===== src/hdl/assert_macros.svh =====
// assertion macros for the rtl files
// no dependencies; the checks drop out when SYNTH is defined
`ifndef ASSERT_MACROS_SVH
`define ASSERT_MACROS_SVH
`ifndef SYNTH
`define CTC_ASSERT(lbl, clk, rst_n, prop, msg) \
    lbl: assert property (@(posedge clk) disable iff (!rst_n) prop) else $error(msg);
`define CTC_ASSERT_ALWAYS(lbl, clk, prop, msg) \
    lbl: assert property (@(posedge clk) prop) else $error(msg);
`else
`define CTC_ASSERT(lbl, clk, rst_n, prop, msg)
`define CTC_ASSERT_ALWAYS(lbl, clk, prop, msg)
`endif
`endif


===== src/hdl/ctcgd_pkg.sv =====
// types and fixed widths for the ctc greedy decoder
// no dependencies
`default_nettype none
package ctcgd_pkg;
    localparam int PROB_W       = 16;
    localparam int LABEL_W      = 8;
    localparam int FRAME_W      = 8;
    localparam int SCORE_W      = 16;
    localparam int BLANK_W      = 8;
    localparam int IN_TDATA_W   = 16;
    localparam int OUT_TDATA_W  = 32;
    localparam int FIFO_DEPTH   = 4;
    localparam int FIFO_AW      = 2;
    localparam int FIFO_CW      = 3;

    typedef logic [PROB_W-1:0]      t_prob;
    typedef logic [BLANK_W-1:0]     t_blank;
    typedef logic [IN_TDATA_W-1:0]  t_in_tdata;
    typedef logic [OUT_TDATA_W-1:0] t_out_tdata;

    typedef struct packed {
        logic [SCORE_W-1:0] score;
        logic [FRAME_W-1:0] frame_index;
        logic [LABEL_W-1:0] label;
        logic               has_label;
        logic               end_of_sequence;
    } t_result;
endpackage
`default_nettype wire


===== src/hdl/ctc_greedy_decoder.sv =====
// ctc greedy decoder: one probability per cycle, running argmax per frame, label collapse
// a result passes through the input register and then the result fifo before it is on m_axis
// throughput: one item per cycle; an item waits in the input register until the result fifo
// has two free slots, so a stalled output or a run of two-result items
// slows the input; reset (i_rst_n, synchronous): blank index 0, state cleared, fifo empty
// depends on ctcgd_pkg and assert_macros.svh
`default_nettype none
`include "assert_macros.svh"
module ctc_greedy_decoder #(
    parameter int MAX_CLASSES = 256,
    parameter int MAX_FRAMES  = 256
) (
    input  wire                       i_clk,
    input  wire                       i_rst_n,
    input  wire                       s_axis_tvalid,
    output logic                      s_axis_tready,
    input  wire  ctcgd_pkg::t_in_tdata s_axis_tdata,   // [15:0] prob
    input  wire                       s_axis_tlast,   // last_in_frame
    input  wire                       s_axis_tuser,   // last_in_sequence
    output logic                      m_axis_tvalid,
    input  wire                       m_axis_tready,
    output ctcgd_pkg::t_out_tdata     m_axis_tdata,   // [7:0] label, [15:8] frame_index,
                                                      // [31:16] score
    output logic                      m_axis_tlast,   // end_of_sequence
    output logic                      m_axis_tuser,   // has_label
    input  wire                       i_cfg_valid,
    output logic                      o_cfg_ready,
    input  wire  ctcgd_pkg::t_blank   i_cfg_data      // blank_index
);
    import ctcgd_pkg::*;

    localparam int CLS_W = (MAX_CLASSES > 1) ? $clog2(MAX_CLASSES) : 1;
    localparam int CC_W  = $clog2(MAX_CLASSES + 1);
    localparam int FRM_W = (MAX_FRAMES > 1) ? $clog2(MAX_FRAMES) : 1;
    localparam int PW    = (CLS_W > BLANK_W) ? CLS_W : BLANK_W;
    localparam int FX_W  = (FRM_W > FRAME_W) ? FRM_W : FRAME_W;

    // input register
    logic        r_in_vld;
    t_prob       r_in_prob;
    logic        r_in_eof;
    logic        r_in_eos;

    // sequence state
    t_blank             r_blank;
    logic [CC_W-1:0]    r_cls_cnt;
    t_prob              r_best_val;
    logic [CLS_W-1:0]   r_best_cls;
    logic [PW-1:0]      r_pending;
    logic [SCORE_W-1:0] r_run_score;
    logic [FRM_W-1:0]   r_run_frame;
    logic [FRM_W-1:0]   r_frm_cnt;

    // result fifo
    t_result              r_fifo [FIFO_DEPTH];
    logic [FIFO_AW-1:0]   r_wr_ptr;
    logic [FIFO_AW-1:0]   r_rd_ptr;
    logic [FIFO_CW-1:0]   r_count;

    logic               w_proc;
    logic               w_pop;
    logic               w_cls_ok;
    logic               w_take;
    t_prob              w_fbv;
    logic [CLS_W-1:0]   w_fbc;
    logic [PW-1:0]      w_fbc_ext;
    logic [PW-1:0]      w_blank_ext;
    logic               w_same;
    logic               w_emit;
    logic               w_seq_end;
    logic [PW-1:0]      n_pending;
    logic [SCORE_W-1:0] n_run_score;
    logic [FRM_W-1:0]   n_run_frame;
    logic [FX_W-1:0]    w_cur_frame_ext;
    logic [FX_W-1:0]    w_new_frame_ext;
    t_result            w_res_change;
    t_result            w_res_end;
    t_result            w_slot0;
    logic [1:0]         w_push_n;
    t_result            w_head;

    assign w_proc        = r_in_vld && (r_count <= FIFO_CW'(FIFO_DEPTH - 2));
    assign s_axis_tready = !r_in_vld || w_proc;
    assign o_cfg_ready   = 1'b1;

    always_ff @(posedge i_clk) begin
        if (!i_rst_n) begin
            r_in_vld <= 1'b0;
        end else if (s_axis_tvalid && s_axis_tready) begin
            r_in_vld <= 1'b1;
        end else if (w_proc) begin
            r_in_vld <= 1'b0;
        end
    end

    always_ff @(posedge i_clk) begin
        if (s_axis_tvalid && s_axis_tready) begin
            r_in_prob <= s_axis_tdata[PROB_W-1:0];
            r_in_eof  <= s_axis_tlast;
            r_in_eos  <= s_axis_tuser;
        end
    end

    // running argmax, earliest class wins ties
    always_comb begin
        w_cls_ok    = r_cls_cnt < CC_W'(MAX_CLASSES);
        w_take      = w_cls_ok && ((r_cls_cnt == '0) || (r_in_prob > r_best_val));
        w_fbv       = w_take ? r_in_prob : r_best_val;
        w_fbc       = w_take ? r_cls_cnt[CLS_W-1:0] : r_best_cls;
        w_fbc_ext   = PW'(w_fbc);
        w_blank_ext = PW'(r_blank);
        w_same      = (w_fbc_ext == r_pending);
        w_emit      = r_in_eof && !w_same && (r_pending != w_blank_ext);
        w_seq_end   = r_in_eof && r_in_eos;

        n_pending   = r_pending;
        n_run_score = r_run_score;
        n_run_frame = r_run_frame;
        if (!w_same) begin
            n_pending   = w_fbc_ext;
            n_run_score = w_fbv;
            n_run_frame = r_frm_cnt;
        end else if ((w_fbc_ext != w_blank_ext) && (w_fbv > r_run_score)) begin
            n_run_score = w_fbv;
            n_run_frame = r_frm_cnt;
        end

        w_cur_frame_ext = FX_W'(r_run_frame);
        w_new_frame_ext = FX_W'(n_run_frame);

        w_res_change.label           = r_pending[LABEL_W-1:0];
        w_res_change.frame_index     = w_cur_frame_ext[FRAME_W-1:0];
        w_res_change.score           = r_run_score;
        w_res_change.has_label       = 1'b1;
        w_res_change.end_of_sequence = 1'b0;

        // flush at sequence end, empty terminator when the pending label is blank
        if (n_pending != w_blank_ext) begin
            w_res_end.label       = n_pending[LABEL_W-1:0];
            w_res_end.frame_index = w_new_frame_ext[FRAME_W-1:0];
            w_res_end.score       = n_run_score;
            w_res_end.has_label   = 1'b1;
        end else begin
            w_res_end.label       = '0;
            w_res_end.frame_index = '0;
            w_res_end.score       = '0;
            w_res_end.has_label   = 1'b0;
        end
        w_res_end.end_of_sequence = 1'b1;

        w_slot0  = w_emit ? w_res_change : w_res_end;
        w_push_n = w_proc ? (2'(w_emit) + 2'(w_seq_end)) : 2'd0;
    end

    always_ff @(posedge i_clk) begin
        if (!i_rst_n) begin
            r_blank     <= '0;
            r_cls_cnt   <= '0;
            r_best_val  <= '0;
            r_best_cls  <= '0;
            r_pending   <= '0;
            r_run_score <= '0;
            r_run_frame <= '0;
            r_frm_cnt   <= '0;
        end else begin
            if (i_cfg_valid && o_cfg_ready) begin
                r_blank <= i_cfg_data;
            end
            if (w_proc) begin
                if (!r_in_eof) begin
                    r_best_val <= w_fbv;
                    r_best_cls <= w_fbc;
                    if (w_cls_ok) begin
                        r_cls_cnt <= r_cls_cnt + 1'b1;
                    end
                end else if (w_seq_end) begin
                    r_cls_cnt   <= '0;
                    r_best_val  <= '0;
                    r_best_cls  <= '0;
                    r_pending   <= w_blank_ext;
                    r_run_score <= '0;
                    r_run_frame <= '0;
                    r_frm_cnt   <= '0;
                end else begin
                    r_cls_cnt   <= '0;
                    r_best_val  <= '0;
                    r_best_cls  <= '0;
                    r_pending   <= n_pending;
                    r_run_score <= n_run_score;
                    r_run_frame <= n_run_frame;
                    if (r_frm_cnt < FRM_W'(MAX_FRAMES - 1)) begin
                        r_frm_cnt <= r_frm_cnt + 1'b1;
                    end
                end
            end else if (i_cfg_valid && o_cfg_ready && (r_frm_cnt == '0)) begin
                // blank change before the first frame end also moves the pending label
                r_pending <= PW'(i_cfg_data);
            end
        end
    end

    // result fifo, up to two writes per cycle
    assign w_pop = m_axis_tvalid && m_axis_tready;

    always_ff @(posedge i_clk) begin
        if (w_push_n != 2'd0) begin
            r_fifo[r_wr_ptr] <= w_slot0;
        end
        if (w_push_n == 2'd2) begin
            r_fifo[r_wr_ptr + 1'b1] <= w_res_end;
        end
    end

    always_ff @(posedge i_clk) begin
        if (!i_rst_n) begin
            r_wr_ptr <= '0;
            r_rd_ptr <= '0;
            r_count  <= '0;
        end else begin
            r_wr_ptr <= r_wr_ptr + FIFO_AW'(w_push_n);
            if (w_pop) begin
                r_rd_ptr <= r_rd_ptr + 1'b1;
            end
            r_count <= r_count + FIFO_CW'(w_push_n) - FIFO_CW'(w_pop);
        end
    end

    assign w_head        = r_fifo[r_rd_ptr];
    assign m_axis_tvalid = (r_count != '0);
    assign m_axis_tdata  = {w_head.score, w_head.frame_index, w_head.label};
    assign m_axis_tlast  = w_head.end_of_sequence;
    assign m_axis_tuser  = w_head.has_label;

    `CTC_ASSERT(a_fifo_bound, i_clk, i_rst_n, r_count <= FIFO_CW'(FIFO_DEPTH), "result fifo overflow")
    `CTC_ASSERT(a_seq_clear, i_clk, i_rst_n, (w_proc && w_seq_end) |=> (r_frm_cnt == '0 && r_cls_cnt == '0 && m_axis_tvalid), "sequence end did not clear state or give a result")
    `CTC_ASSERT(a_empty_term, i_clk, i_rst_n, (m_axis_tvalid && !m_axis_tuser) |-> (m_axis_tlast && m_axis_tdata == '0), "empty result must be a zero terminator")
    `CTC_ASSERT_ALWAYS(a_reset_empty, i_clk, !i_rst_n |=> !m_axis_tvalid, "results present right after reset")
endmodule
`default_nettype wire

===== config.mk =====
export PLATFORM = sky130hd
export DESIGN_NAME = ctc_greedy_decoder
export DESIGN_NICKNAME = d
export VERILOG_FILES = /design/src/hdl/ctcgd_pkg.sv /design/src/hdl/ctc_greedy_decoder.sv
export VERILOG_INCLUDE_DIRS = /design/src /design/src/hdl
export SDC_FILE = /design/constraint.sdc
export NUM_CORES = 1
export LEC_CHECK = 0
export BUFFER_PORTS_ARGS = -buffer_cell sky130_fd_sc_hd__buf_2
export CORE_UTILIZATION = 50
export CTS_CLUSTER_SIZE = 12
export DETAILED_ROUTE_END_ITERATION = 7
export PLACE_DENSITY = 0.72
export SETUP_SLACK_MARGIN = 0.3
export SYNTH_ARGS = -nofsm -noshare
export SYNTH_HDL_FRONTEND = slang
export SYNTH_SLANG_ARGS = --single-unit
export TNS_END_PERCENT = 20

===== constraint.sdc =====
create_clock -name i_clk -period 7.4 [get_ports i_clk]
set_input_delay 0.37 -clock i_clk [delete_from_list [all_inputs] [get_ports i_clk]]
set_output_delay 0.37 -clock i_clk [all_outputs]
set_load 0.02 [all_outputs]

==> results.py, run 1 <==
metrics = {
    "route": {
        "drtIter0Drc": 825,
        "avgViaCountPerCell": 6.021,
        "firstDrtPassIters": 5,
        "antenna_left": 0,
        "drc": 0,
        "via_count": 9104,
        "detail_route.wirelength_um": 31130,
        "route.detailed.wl_per_inst_um": 20.59,
    },
    "global_routing": {
        "grt_usage_pct": 24.30,
        "grt_pass1_wl_um": 49340,
        "grt.overflow.total": 0,
        "grt_pass1_vias": 8830,
        "antenna_found_initial": 0,
        "grt_start_max_net_pins": 48,
    },
    "synth": {
        "yosysSeqAreaShare_pct": 50.98,
        "synth_area_per_cell_um2": 11.06,
        "syn_area_um2": 12570,
        "synth-edff-count": 150,
        "synthArstFlopShare_pct": 0,
        "synth_nets": 1209,
        "ys_types": 71,
        "syn_inst": 1136,
        "synth-seq-cells": 245,
        "ys.flop_type": "edfxtp_1",
        "yosysWarnings": 0,
    },
    "critical_path": {
        "crit_top_cell": "ha_1",
        "crit_fanout": 47,
        "worst_setup_path_end_kind": "flop",
        "crit_path_start_kind": "flop",
        "cp_cell_sequence": "ha_1, nand4_1, nor4_1, a21boi_1, o31a_2, mux2i_2, xor2_1, a31o_2, inv_2, ha_1, o21ai_0, or3b_2, nand2b_1, a21oi_2, buf_4, a22o_1",
        "critPathKind": "reg -> reg",
        "ff2ff_path_depth": 16,
        "arrival_ns": 6.86,
        "worstPathRequired_ns": 7.79,
        "cp_top_family": "compound AO/OA/AOI/OAI gates",
        "r2r-end": "r_fifo[1][21]",
        "r2r_slack_ns": 0.94,
        "reg2reg_from": "r_in_prob[15]",
        "crit_buf_inv": 2,
        "max_stage_delay_ns": 0.86,
        "cp_slowest_cell": "o31a_2",
    },
    "floorplanning": {
        "pin_count": 68,
        "dieArea_um2": 25770,
        "core_um2": 24460,
        "die_h_um": 160.5,
        "die_w_um": 160.5,
        "start_util_pct": 51.37,
        "rows": 57,
    },
    "final_layout": {
        "fin_nets": 1241,
        "final_area_um2": 13970,
        "diodes": 0,
        "drive_gt1_share_pct": 15.40,
        "final_core_util_pct": 57.11,
        "area_delta_synth_final_pct": 11.17,
    },
    "min_path": {
        "min_to": "r_in_eof",
        "min_path_type": "in -> reg",
        "hold_depth": 1,
        "min_from": "s_axis_tlast",
    },
    "timing": {
        "finalSetupViolCount": 0,
        "finalWorstPathRequiredPeriod_ns": 6.464,
        "clock_skew_ns": 0.009426,
        "report.final.slew_viol_count": 0,
        "fmax_mhz": 154.7,
        "max_slew_margin_pct": 27.38,
        "hold_viol": 0,
        "rsz0062_at_grt": "no",
        "finalCritPeriodShare_pct": 87.36,
        "worst_pin_slew_ns": 1.089,
        "tns_ns": 0,
    },
    "flow_run": {
        "cap_violations": 0,
    },
    "cts": {
        "post-cts-setup-buffer-count": 0,
        "clock_sinks": 245,
        "clkLatencyLatePin_ns": 0.54,
        "tritoncts": "done",
        "cts_htree_levels": 1,
        "cts_resized": 0,
        "clk_transition_reported_paths_ns": 0.06,
        "cts_inserted_buffers": 26,
        "cts_max_path_buffers": 3,
        "holdBufCountCts": 6,
        "cts_root_buffer": "clkbuf_16",
    },
    "power": {
        "p_leak_nw": 5.052,
        "peakVddDrop_v": 0.0001463,
        "power.density_nw_per_um2": 269.3,
    },
    "placement": {
        "dp_hpwl_um": 21040,
        "place_area_um2": 13090,
        "io_buffers": 66,
        "routabilityCongestion": 0.9280,
    },
    "run_status": {
        "outcome": "complete, no violations",
    },
}
cell usage in the layout, fill, tap and decap left out, types with 22 or more instances in the layout:
cell / instances
ha_1: 41
xor2_1: 22
a21oi_1: 53
mux4_2: 34
clkbuf_16: 26
dfxtp_1: 94
a22oi_1: 22
edfxtp_1: 150
nand2_1: 63
a22o_1: 120
inv_1: 70
nor2_1: 116
mux2i_1: 23
buf_2: 66
o21ai_0: 50
cell usage after synthesis (27+ instances only):
master	n	area share, %
edfxtp_1	150	36
a22o_1	120	8.4
nor2_1	116	3.5
dfxtp_1	95	15
inv_1	71	2.1
nand2_1	63	1.9
a21oi_1	54	2.2
clkbuf_1	51	1.5
o21ai_0	50	2.0
ha_1	41	4.1
mux4_2	34	6.1
buf_2	27	1.1
state kept, by name (all words and copies together) (netlist names), 2 cells and up, named ones only:
name / flops
r_run_frame: 8
r_wr_ptr: 2
r_pending: 8
r_cls_cnt: 9
r_in_prob: 16
r_frm_cnt: 8
r_count: 3
r_run_score: 16
r_fifo: 136
r_best_val: 16
r_rd_ptr: 2
r_best_cls: 8
r_blank: 8
where the power goes:
group          leakage (nW)  total, mW  switching, mW  internal (mW)
combinational          2.52      0.917          0.559          0.359
clock                 0.391       1.25          0.516          0.730
sequential             2.14       1.60         0.0685           1.53
per-stage QoR:
stage          cells  hold WS (ns)  power [mW]  setup slack [ns]
3_5_place_dp    1458        0.4969       2.537             1.020
2_1_floorplan   1136        0.4364       2.282             2.205
6_report        1512       0.01466       3.762            0.9356
5_1_grt         1512      0.001329       3.919            0.5578
3_3_place_gp    1458        0.4863       2.520             1.270
4_1_cts         1512     0.0001814       3.780            0.9827
per-layer routing:
layer / GRT usage (%) / part of all wire, %
met5: 0 / 0
met4: 6.494 / 1.9
met3: 2.789 / 7.6
met2: 38.78 / 46
met1: 35.16 / 45
worst register-to-register path, delay by kind of cell (launching register included):
family	cells	cell delay, ns
AOI/OAI and AO/OA	6	2.48
and+or+nand+nor	4	1.42
adders and majority gates	2	0.78
buffers and inverters	2	0.56
muxes	1	0.52
DFF	1	0.39
xor gates and xnor gates	1	0.18
worst max path at each step:
stage                   from             to  slack (ns)  cells past startpoint
5_1_grt        r_in_prob[15]  r_fifo[2][10]        0.56                     16
3_3_place_gp   r_in_prob[15]  r_fifo[1][22]        1.27                     16
3_5_place_dp   r_in_prob[15]  r_fifo[1][23]        1.02                     16
4_1_cts        r_in_prob[15]  r_fifo[1][21]        0.98                     16
6_report       r_in_prob[15]  r_fifo[1][21]        0.94                     16
2_1_floorplan  r_in_prob[15]  r_fifo[1][19]        2.21                     24
final cells by class:
class,count,area [um2]
clock inverters,9,101.3
fillers,2009,10490
inverters,72,270.3
flip-flops and latches,245,6407
repair buffers,94,580.6
well taps,324,405.4
clock buffers,39,709.4
multi-input cells,729,5497
kinds of logic after synthesis:
| family | synth area share [%] |
|---|---|
| fa+ha+maj | 4.241 |
| mux | 8.393 |
| compound gates | 17.89 |
| other cells | 0.02984 |
| buf+inv | 5.376 |
| flops | 50.98 |
| xor+xnor | 2.927 |
| simple gates | 10.17 |
Power figures use the tool's default switching activity.
==> run 2, diff against run 1 <==
--- a/config.mk
+++ b/config.mk
@@ -6,6 +6,7 @@
 export SDC_FILE = /design/constraint.sdc
 export NUM_CORES = 1
 export LEC_CHECK = 0
+export ABC_AREA = 1
 export BUFFER_PORTS_ARGS = -buffer_cell sky130_fd_sc_hd__buf_2
 export CORE_UTILIZATION = 50
 export CTS_CLUSTER_SIZE = 12
==> run 2 against run 1 <==
  * The run now ends with design-rule violations left
  * Count of clock-buffer cells in the layout is 5 lower
  * Register-to-register slack better by 0.44 ns
  * Power rose by 11%
  * First-iteration DRC count up 30%
==> results.py, run 2 <==
metrics = {
    "timing": {
        "report.final.slew_viol_count": 0,
        "finalWorstPathRequiredPeriod_ns": 6.024,
        "fmax_mhz": 166.0,
        "max_slew_margin_pct": 21.54,
        "finalCritPeriodShare_pct": 81.40,
        "rsz0062_at_grt": "no",
        "finalSetupViolCount": 0,
        "tns_ns": 0,
        "hold_viol": 0,
        "worst_pin_slew_ns": 1.174,
        "clock_skew_ns": 0.009249,
        "hold_slack_ns": 0.01593,
    },
    "global_routing": {
        "grt_usage_pct": 25.42,
        "met2_usage_pct": 39.99,
        "grt_pass1_wl_um": 56750,
        "grt.overflow.total": 0,
        "grt-busiest-layer": "met2",
        "met3_usage_pct": 4.457,
        "grt_pass1_vias": 10720,
        "grt_start_max_net_pins": 70,
        "antenna_found_initial": 0,
        "use_met1_pct": 36.40,
    },
    "power": {
        "clock_power_share_pct": 31.0,
        "p_leak_nw": 6.190,
        "p_int_mw": 2.661,
        "switching_share_pct": 36.01,
        "power.density_nw_per_um2": 277.3,
        "seqPwrFrac_pct": 38.4,
        "combPwrFrac_pct": 30.6,
        "power.switching_mw": 1.498,
        "peakVddDrop_v": 0.0001829,
    },
    "final_layout": {
        "largest_register_ff_count": 136,
        "diodes": 0,
        "num-fill-cells": 2354,
        "regArea_um2": 6407,
        "layout_common_cells": "444 x nand2_1, 162 x inv_1, 158 x nand3_1",
        "fin_nets": 1806,
        "max_flop_register": "r_fifo",
        "drive_gt1_share_pct": 13.77,
        "area_delta_synth_final_pct": 11.12,
        "layout_commonest_cell": "nand2_1",
        "final_core_util_pct": 57.08,
        "multi_input_area_um2": 6085,
    },
    "critical_path": {
        "max_stage_delay_ns": 0.53,
        "worstPathRequired_ns": 7.59,
        "crit_buf_inv": 6,
        "cp_top_family": "simple AND/OR/NAND/NOR gates",
        "arrival_ns": 6.21,
        "crit_start": "r_in_prob[3]",
        "cp_slowest_cell": "nand2_2",
        "reg2reg_from": "r_in_prob[3]",
        "critPathKind": "reg -> reg",
        "crit_fanout": 43,
        "worst_setup_path_end_kind": "flop",
        "crit_path_start_kind": "flop",
        "ff2ff_path_depth": 29,
        "crit_top_cell": "nand2_1",
        "worst-path-stages": 29,
    },
    "route": {
        "detail_route.wirelength_um": 35360,
        "drtIter0Drc": 1070,
        "firstDrtPassIters": 8,
        "avgViaCountPerCell": 5.608,
        "antenna_left": 0,
        "via_count": 11690,
        "route.detailed.wl_per_inst_um": 16.96,
        "drc": 7,
    },
    "synth": {
        "ys_types": 45,
        "synth_area_per_cell_um2": 7.955,
        "syn_inst": 1697,
        "yosysWarnings": 0,
        "synthTopCellsByArea": "edfxtp_1 33%, dfxtp_1 14%, nand2_1 12%, nand3_1 5.9%, inv_1 4.5%",
        "synthTopCellsByCount": "444 x nand2_1, 162 x inv_1, 158 x nand3_1",
        "yosysTopAreaCell": "edfxtp_1",
        "ys.flop_type": "edfxtp_1",
        "synth_most_common_cell": "nand2_1",
        "synth-seq-cells": 245,
        "synthArstFlopShare_pct": 0,
        "synth_nets": 1770,
        "syn_area_um2": 13500,
        "yosysSeqAreaShare_pct": 47.46,
        "synth-edff-count": 150,
        "synth_top_area_share_pct": 33.37,
    },
    "placement": {
        "dp_hpwl_um": 23700,
        "routabilityCongestion": 0.8575,
        "io_buffers": 66,
    },
    "floorplanning": {
        "dieArea_um2": 27660,
        "pin_count": 68,
        "rows": 59,
        "die_w_um": 166.3,
        "start_util_pct": 51.37,
        "core_um2": 26280,
        "die_h_um": 166.3,
    },
    "min_path": {
        "hold_depth": 1,
        "min_path_type": "in -> reg",
        "min_from": "s_axis_tlast",
    },
    "cts": {
        "cts_max_path_buffers": 3,
        "holdBufCountCts": 8,
        "clkLatencyLatePin_ns": 0.54,
        "post-cts-setup-buffer-count": 0,
        "cts_resized": 0,
        "cts_root_buffer": "clkbuf_16",
        "clock_sinks": 245,
        "cts_htree_levels": 1,
        "cts_inserted_buffers": 27,
        "tritoncts": "done",
        "clk_transition_reported_paths_ns": 0.06,
    },
    "flow_run": {
        "cap_violations": 0,
    },
    "run_status": {
        "violations": "design-rule violations",
        "outcome": "finished, violations left",
    },
}
run 2: cell types whose count changed after synthesis, moves of 20 or more:
| cell | previous run | this run |
|---|---|---|
| nand2_1 | 63 | 444 |
| nand3_1 | 8 | 158 |
| a22o_1 | 120 | 0 |
| inv_1 | 71 | 162 |
| o22ai_1 | 6 | 95 |
| o21ai_0 | 50 | 119 |
| nand2_2 | 1 | 51 |
| mux4_2 | 34 | 0 |
| nand3_2 | 0 | 24 |
| mux2i_1 | 23 | 0 |
| a22oi_1 | 22 | 1 |
| inv_2 | 1 | 21 |
run 2: power groups by stage:
stage	Sequential, mW	Combinational (mW)	Clock [mW]
4_1_cts	1.59	1.26	1.31
3_3_place_gp	1.62	1.24	0
3_5_place_dp	1.62	1.26	0
6_report	1.60	1.27	1.29
5_1_grt	1.61	1.41	1.36
2_1_floorplan	1.61	0.917	0
run 2: metrics by stage:
step	cells	power, mW	area [um2]	worst slack, ns
2_1_floorplan	1697	2.523	13500	2.680
3_3_place_gp	2031	2.856	14080	1.664
3_5_place_dp	2031	2.878	14080	1.419
4_1_cts	2085	4.170	15000	1.369
5_1_grt	2085	4.376	15000	0.8679
6_report	2085	4.159	15000	1.376
run 2: kinds of logic after synthesis:
group | after synthesis | synth area share, %
xor+xnor | 8 | 0.5191
buf+inv | 271 | 7.906
flops | 245 | 47.46
fa+ha+maj | 42 | 3.948
other cells | 1 | 0.02778
compound gates | 317 | 13.17
simple gates | 813 | 26.97
run 2: routing by layer:
metal / vias up / wire length (um) / part of all wire, %
li1: 5808 / - / -
met1: 5335 / 15850 / 45
met2: 496 / 15660 / 44
met3: 54 / 3262 / 9.2
met4: 0 / 585 / 1.7
met5: - / 0 / 0
run 2: path summary, 6_finish.rpt:
kind                   endpoint  slack (ns)
setup reg to reg  r_fifo[0][24]        1.38
hold reg to reg   r_best_cls[0]        0.47
setup / recovery  r_fifo[0][24]        1.38
hold / removal         r_in_eof        0.02
run 2: cell type report:
class	count	share of cell area [%]
multi-input combinational	1181	40.56
clock inverter	12	0.7090
clock buffer	34	4.879
sequential	245	42.71
tap	335	2.794
timing repair buffer	94	3.737
inverter	184	4.604
